===== src/sv/ipc_pkg.sv =====
// shared types, constants and decode helpers for the intcode processor core
// no dependencies; imported by ipc_ctrl, ipc_datapath and intcode_processor_core
package ipc_pkg;

    localparam int MEM_WORDS  = 4096;
    localparam int ADDR_BITS  = $clog2(MEM_WORDS);
    localparam int WORD_BITS  = 64;
    localparam int HALF_BITS  = WORD_BITS / 2;
    localparam int DIV_STEPS  = WORD_BITS / 8;
    localparam int DCNT_BITS  = $clog2(DIV_STEPS);

    // reciprocal constants for the decimal digit split
    localparam logic [12:0] RECIP_100  = 13'd5243;
    localparam int          RECIP_100_SH = 19;
    localparam logic [7:0]  RECIP_10   = 8'd205;
    localparam int          RECIP_10_SH = 11;
    localparam logic [WORD_BITS-1:0] DEC_LIMIT = WORD_BITS'(100000);

    localparam logic [1:0] REQ_WRITE  = 2'd0;
    localparam logic [1:0] REQ_READ   = 2'd1;
    localparam logic [1:0] REQ_EXEC   = 2'd2;
    localparam logic [1:0] REQ_UNUSED = 2'd3;

    localparam logic [6:0] OP_ADD  = 7'd1;
    localparam logic [6:0] OP_MUL  = 7'd2;
    localparam logic [6:0] OP_IN   = 7'd3;
    localparam logic [6:0] OP_OUT  = 7'd4;
    localparam logic [6:0] OP_JT   = 7'd5;
    localparam logic [6:0] OP_JF   = 7'd6;
    localparam logic [6:0] OP_LT   = 7'd7;
    localparam logic [6:0] OP_EQ   = 7'd8;
    localparam logic [6:0] OP_ADJ  = 7'd9;
    localparam logic [6:0] OP_HALT = 7'd99;
    localparam logic [6:0] OP_NONE = 7'd0;

    localparam logic [3:0] MODE_POS = 4'd0;
    localparam logic [3:0] MODE_IMM = 4'd1;
    localparam logic [3:0] MODE_REL = 4'd2;

    localparam logic [1:0] SLOT_NONE = 2'd3;

    typedef enum logic [2:0] {
        ST_DONE     = 3'd0,
        ST_OUT      = 3'd1,
        ST_WAIT     = 3'd2,
        ST_HALT     = 3'd3,
        ST_BAD_OP   = 3'd4,
        ST_BAD_MODE = 3'd5,
        ST_RANGE    = 3'd6
    } t_status;

    typedef enum logic [4:0] {
        S_CLEAR, S_IDLE, S_WRITE, S_READ, S_RDATA, S_FETCH, S_INS, S_DIV,
        S_DEC1, S_DEC2, S_CHECK, S_OPR, S_OPW, S_OPV, S_MUL, S_EXEC, S_FIN
    } t_state;

    typedef struct packed {
        logic    load_req;
        logic    clr_step;
        logic    mem_wr;
        logic    mem_rd;
        logic    val_rd;
        logic    ins_rd;
        logic    ins_load;
        logic    div_step;
        logic    dec1;
        logic    dec2;
        logic    opr_rd;
        logic    opr_imm;
        logic    opr_dest;
        logic    opr_ea_rd;
        logic    opr_val;
        logic    mul_step;
        logic    exec;
        logic    set_code;
        t_status code;
        logic    fin;
    } t_cmd;

    typedef struct packed {
        logic    clr_last;
        logic    div_last;
        t_status chk;
        logic    pc_range;
        logic    opr_is_imm;
        logic    opr_is_dest;
        logic    ea_fault;
        logic    opr_last;
        logic    is_mul;
        logic    mul_last;
        logic    jump_fault;
        logic    out_free;
    } t_sts;

    function automatic logic [1:0] op_count(input logic [6:0] op);
        logic [1:0] n;
        unique case (op)
            OP_ADD, OP_MUL, OP_LT, OP_EQ: n = 2'd3;
            OP_JT, OP_JF:                 n = 2'd2;
            OP_IN, OP_OUT, OP_ADJ:        n = 2'd1;
            default:                      n = 2'd0;
        endcase
        return n;
    endfunction

    function automatic logic [1:0] write_slot(input logic [6:0] op);
        logic [1:0] s;
        unique case (op)
            OP_IN:                        s = 2'd0;
            OP_ADD, OP_MUL, OP_LT, OP_EQ: s = 2'd2;
            default:                      s = SLOT_NONE;
        endcase
        return s;
    endfunction

endpackage


===== src/sv/ipc_ctrl.sv =====
// sequencer of the intcode processor core: clearing pass, request dispatch,
// instruction fetch, decode, operand walk, multiply and commit
// depends on ipc_pkg
module ipc_ctrl (
    input  logic          i_clk,
    input  logic          i_rst_n,
    input  logic          i_in_valid,
    input  logic [1:0]    i_req_type,
    output logic          o_in_stall,
    input  ipc_pkg::t_sts i_sts,
    output ipc_pkg::t_cmd o_cmd
);
    import ipc_pkg::*;

    t_state r_state, n_state;
    logic   d_opr_done;

    always_ff @(posedge i_clk) begin
        if (!i_rst_n) r_state <= S_CLEAR;
        else          r_state <= n_state;
    end

    assign o_in_stall = (r_state != S_IDLE);

    // operand slot consumed without a memory value read
    assign d_opr_done = i_sts.opr_is_imm || (!i_sts.ea_fault && i_sts.opr_is_dest);

    always_comb begin
        n_state = r_state;
        unique case (r_state)
            S_CLEAR: if (i_sts.clr_last) n_state = S_IDLE;
            S_IDLE: begin
                if (i_in_valid) begin
                    priority if (i_req_type == REQ_WRITE) n_state = S_WRITE;
                    else if (i_req_type == REQ_READ)     n_state = S_READ;
                    else if (i_req_type == REQ_EXEC)     n_state = S_FETCH;
                    else                                 n_state = S_FIN;
                end
            end
            S_WRITE: n_state = S_FIN;
            S_READ:  n_state = S_RDATA;
            S_RDATA: n_state = S_FIN;
            S_FETCH: n_state = S_INS;
            S_INS:   n_state = S_DIV;
            S_DIV:   if (i_sts.div_last) n_state = S_DEC1;
            S_DEC1:  n_state = S_DEC2;
            S_DEC2:  n_state = S_CHECK;
            S_CHECK: n_state = (i_sts.chk == ST_DONE) ? S_OPR : S_FIN;
            S_OPR:   n_state = i_sts.pc_range ? S_FIN : S_OPW;
            S_OPW: begin
                priority if (d_opr_done) begin
                    if (!i_sts.opr_last)   n_state = S_OPR;
                    else if (i_sts.is_mul) n_state = S_MUL;
                    else                   n_state = S_EXEC;
                end else if (i_sts.ea_fault) begin
                    n_state = S_FIN;
                end else begin
                    n_state = S_OPV;
                end
            end
            S_OPV: begin
                if (!i_sts.opr_last)   n_state = S_OPR;
                else if (i_sts.is_mul) n_state = S_MUL;
                else                   n_state = S_EXEC;
            end
            S_MUL:  if (i_sts.mul_last) n_state = S_EXEC;
            S_EXEC: n_state = S_FIN;
            S_FIN:  if (i_sts.out_free) n_state = S_IDLE;
            default: n_state = S_IDLE;
        endcase
    end

    always_comb begin
        o_cmd      = '0;
        o_cmd.code = ST_DONE;
        unique case (r_state)
            S_CLEAR: o_cmd.clr_step = 1'b1;
            S_IDLE:  o_cmd.load_req = i_in_valid;
            S_WRITE: o_cmd.mem_wr   = 1'b1;
            S_READ:  o_cmd.mem_rd   = 1'b1;
            S_RDATA: o_cmd.val_rd   = 1'b1;
            S_FETCH: o_cmd.ins_rd   = 1'b1;
            S_INS:   o_cmd.ins_load = 1'b1;
            S_DIV:   o_cmd.div_step = 1'b1;
            S_DEC1:  o_cmd.dec1     = 1'b1;
            S_DEC2:  o_cmd.dec2     = 1'b1;
            S_CHECK: begin
                o_cmd.set_code = (i_sts.chk != ST_DONE);
                o_cmd.code     = i_sts.chk;
            end
            S_OPR: begin
                if (i_sts.pc_range) begin
                    o_cmd.set_code = 1'b1;
                    o_cmd.code     = ST_RANGE;
                end else begin
                    o_cmd.opr_rd = 1'b1;
                end
            end
            S_OPW: begin
                priority if (i_sts.opr_is_imm) begin
                    o_cmd.opr_imm = 1'b1;
                end else if (i_sts.ea_fault) begin
                    o_cmd.set_code = 1'b1;
                    o_cmd.code     = ST_RANGE;
                end else if (i_sts.opr_is_dest) begin
                    o_cmd.opr_dest = 1'b1;
                end else begin
                    o_cmd.opr_ea_rd = 1'b1;
                end
            end
            S_OPV:  o_cmd.opr_val  = 1'b1;
            S_MUL:  o_cmd.mul_step = 1'b1;
            S_EXEC: begin
                if (i_sts.jump_fault) begin
                    o_cmd.set_code = 1'b1;
                    o_cmd.code     = ST_RANGE;
                end else begin
                    o_cmd.exec = 1'b1;
                end
            end
            S_FIN:  o_cmd.fin = i_sts.out_free;
            default: ;
        endcase
    end

    a_reset_clears: assert property (@(posedge i_clk)
        !i_rst_n |=> r_state == S_CLEAR) else $error("reset did not start clearing pass");

    a_accept_leaves_idle: assert property (@(posedge i_clk) disable iff (!i_rst_n)
        (r_state == S_IDLE && i_in_valid) |=> r_state != S_IDLE)
        else $error("accepted item left sequencer idle");

    a_div_runs: assert property (@(posedge i_clk) disable iff (!i_rst_n)
        (r_state == S_DIV && !i_sts.div_last) |=> r_state == S_DIV)
        else $error("digit split cut short");

    a_fin_holds: assert property (@(posedge i_clk) disable iff (!i_rst_n)
        (r_state == S_FIN && !i_sts.out_free) |-> (!o_cmd.fin ##1 r_state == S_FIN))
        else $error("result dropped while output busy");

endmodule


===== config.mk =====
export PLATFORM = sky130hd
export DESIGN_NAME = ipc_ctrl
export DESIGN_NICKNAME = d
export VERILOG_FILES = /design/src/sv/ipc_pkg.sv /design/src/sv/ipc_ctrl.sv
export SDC_FILE = /design/constraint.sdc
export NUM_CORES = 1
export LEC_CHECK = 0
export BUFFER_PORTS_ARGS = -buffer_cell sky130_fd_sc_hd__buf_2
export CAP_MARGIN = 20
export CELL_PAD_IN_SITES_DETAIL_PLACEMENT = 1
export CELL_PAD_IN_SITES_GLOBAL_PLACEMENT = 1
export CORE_ASPECT_RATIO = 1.4
export CORE_MARGIN = 2
export CORE_UTILIZATION = 30
export CTS_CLUSTER_SIZE = 10
export DETAILED_ROUTE_END_ITERATION = 10
export GPL_ROUTABILITY_DRIVEN = 0
export PLACE_DENSITY_LB_ADDON = 0.1
export SYNTH_ARGS = -nofsm -noshare
export SYNTH_HDL_FRONTEND = slang
export SYNTH_SLANG_ARGS = --single-unit

===== constraint.sdc =====
create_clock -name i_clk -period 2.05 [get_ports i_clk]
set_input_delay 0.41 -clock i_clk [delete_from_list [all_inputs] [get_ports i_clk]]
set_output_delay 0.41 -clock i_clk [all_outputs]
set_load 0.02 [all_outputs]

==> results_dict.tcl <==
set metrics [dict create \
    status "completed" \
    holdBufCountCts 0 \
    yosys-top-cells-area "dfxtp_1 (12%), nor2_1 (10%), nor3_1 (7.3%)" \
    worst_pin_slew_ns 0.353 \
    synth_top_area_share_pct 12.2 \
    via_count 1125 \
    die_x_um 48.2 \
    drive_above_1_share_pct 42.0 \
    regMostFlops "r_state" \
    synthSimpleGateAreaFrac_pct 56.4 \
    path_cells "buf_6, or4_4, nor4_4, buf_4" \
    cp.arrival_ns 1.59 \
    grt_pass1_vias 1112 \
    io_pins 42 \
    nNetsFinal 200 \
    ys.warnings.count 0 \
    routed_wl_um 3130 \
    htreeDepth 1 \
    grt-ovfl-total 0 \
    clock-root-buffer "clkbuf_4" \
    hold_violations 0 \
    dp_hpwl_um 2610 \
    syn_nets 148 \
    grt_pass1_wl_um 4820 \
    path_max_fanout 7 \
    clock_latency_ns 0.25 \
    core_area_um2 2620 \
    antenna_found_initial 0 \
    viasPerCell 5.31 \
    netlist-cell-type-count 36 \
    synth_seq_area_share_pct 12.2 \
    drc_errors 0 \
    initial_utilization_pct 31.4 \
    syn_area_um2 821 \
    async_reset_ff_share_pct 0 \
    antenna_left 0 \
    top_regs "r_state: 5 flops" \
    detail_route.wl_per_cell_um 14.8 \
    synth_enable_flop_cells 0 \
    critPathSlowestCell "or4_4" \
    yosys.area_share.adder_pct 6.10 \
    cts_max_path_buffers 2 \
    ir_worst_vdd_mv 0.235 \
    die_h_um 65.9 \
    fin_crit_sh_pct 97.4 \
    io_buffers 41 \
    placed_area_um2 1130 \
    crit_path_end_kind "output port" \
    grt_max_degree 11 \
    drv_slew 0 \
    hp-class "input port to flip-flop" \
    clock_skew_ns 0.00151 \
    cts_tree "done" \
    fmaxAchievable_mhz 501 \
    final_area_um2 1250 \
    die-area_um2 3180 \
    synth_top_family_by_area "simple AND/OR/NAND/NOR gates" \
    synth_flop_cell "dfxtp_1" \
    synthXorXnorAreaFrac_pct 0 \
    fp-row-count 22 \
    p_leak_nw 0.590 \
    p_per_area_nw_per_um2 272 \
    worstPathRequired_ns 1.64 \
    diodes 0 \
    slew_headroom_pct 75.9 \
    final_core_util_pct 47.8 \
    cts.sinks 5 \
    drt_iter0_drc 16 \
    synthCells 125 \
    path_class "flip-flop to output port" \
    first_pass_iters 3 \
    synth_area_leader_cell "dfxtp_1" \
    finalCriticalPeriod_ns 2.00 \
    synth_compound_area_share_pct 18.8 \
    synth_area_per_cell_um2 6.57 \
    largest_register_ffs 5 \
    synth-seq-cells 5 \
    setup_violations 0 \
    numCtsBuffers 3 \
    areaGrowthSynthToFinish_pct 52.4 \
    max_cap_violations 0 \
    grtUsageTotal_pct 20.9 \
    critPathMaxStageDelay_ns 0.43 \
    clk_pin_slew_worst_paths_ns 0.04 \
    muxShareOfSynthArea_pct 0 \
    startpoint_type "flip-flop" \
]
==> cells by family after synthesis <==
logic type | Yosys count
fa+ha+maj | 4
compound gates | 24
buf+inv | 12
flops | 5
simple gates | 80
==> cells in the mapped netlist (all sizes together), types with 4 or more instances <==
| library cell | number |
|---|---|
| a21oi | 6 |
| buf | 7 |
| dfxtp | 5 |
| ha | 4 |
| nand2 | 8 |
| nand2b | 4 |
| nand3 | 4 |
| nand3b | 4 |
| nor2 | 22 |
| nor3 | 13 |
| nor4b | 4 |
| o21ai | 6 |
==> worst max-delay path: cells and delay by family, from the launching register on <==
| family | cells | cell delay [ns] |
|---|---|---|
| buf+inv | 2 | 0.30 |
| flops | 1 | 0.36 |
| simple gates | 2 | 0.68 |
==> per-layer routing <==
metal | GRT usage (%) | wire length [um] | vias up
met3 | 1.37 | 87 | 4
met4 | 7.77 | 50 | 0
met1 | 21.9 | 1260 | 531
met5 | 0 | 0 | -
li1 | - | - | 561
met2 | 39.6 | 1740 | 29
==> where the power goes <==
part	switching [mW]	internal, mW	leakage (nW)
clock	0.0435	0.0738	0.0150
combinational	0.0692	0.0509	0.533
sequential	0.00446	0.0980	0.0424
==> final timing paths <==
check             start         end  slack (ns)  cells after the start
max          r_state[1]    o_cmd[8]        0.05                      4
min             i_rst_n  r_state[0]        0.45                      3
max reg2reg  r_state[1]  r_state[3]        0.20                      6
min reg2reg  r_state[1]  r_state[1]        0.73                      3
==> metrics by stage <==
| stage | worst slack, ns | setup TNS [ns] | hold slack, ns | power [mW] | std cells |
|---|---|---|---|---|---|
| floorplan | 0.00832 | 0 | 0.526 | 0.166 | 125 |
| global placement | 0.113 | 0 | 0.698 | 0.215 | 206 |
| detailed placement | 0.130 | 0 | 0.718 | 0.218 | 206 |
| CTS | -0.0285 | -0.0344 | 0.457 | 0.341 | 210 |
| global route | -0.0155 | -0.0259 | 0.451 | 0.361 | 212 |
| finish | 0.0526 | 0 | 0.448 | 0.340 | 212 |
==> placed cells by master, fill, tap and decap left out, types with 2 or more instances in the layout <==
cell,synthesis,final
or3_1,3,2
buf_4,0,18
dfxtp_4,0,2
nor4b_1,2,2
a22o_1,2,2
nand2b_1,4,4
and3_1,3,3
ha_1,4,4
a211o_1,2,2
inv_1,3,3
nor3_1,12,12
nor3b_1,3,3
a21oi_1,6,6
clkbuf_4,0,3
nand3_1,4,4
o22ai_1,2,2
o21ai_0,6,6
dfxtp_1,5,2
nor4_4,0,2
nand2_1,8,8
buf_2,7,37
nand3b_1,4,4
nor2_1,22,20
nor2_4,0,2
a21o_1,2,2
and2_1,2,2
==> cell type report <==
cell class	count	area [um^2]
fillers	364	1360
clock buffers	4	26.3
multi-input cells	108	728
well taps	36	45.0
repair buffers	56	332
flip-flops and latches	5	109
inverters	3	11.3
==> timing repair <==
| action | in CTS | in global routing |
|---|---|---|
| gates resized for setup | 7 | 14 |
| hold endpoints to repair | 0 | 0 |
| setup endpoints to repair | 6 | 7 |
| pin swaps | 0 | 6 |
| buffers inserted | 0 | 2 |
Note: power is estimated with default switching activity, not from simulation.
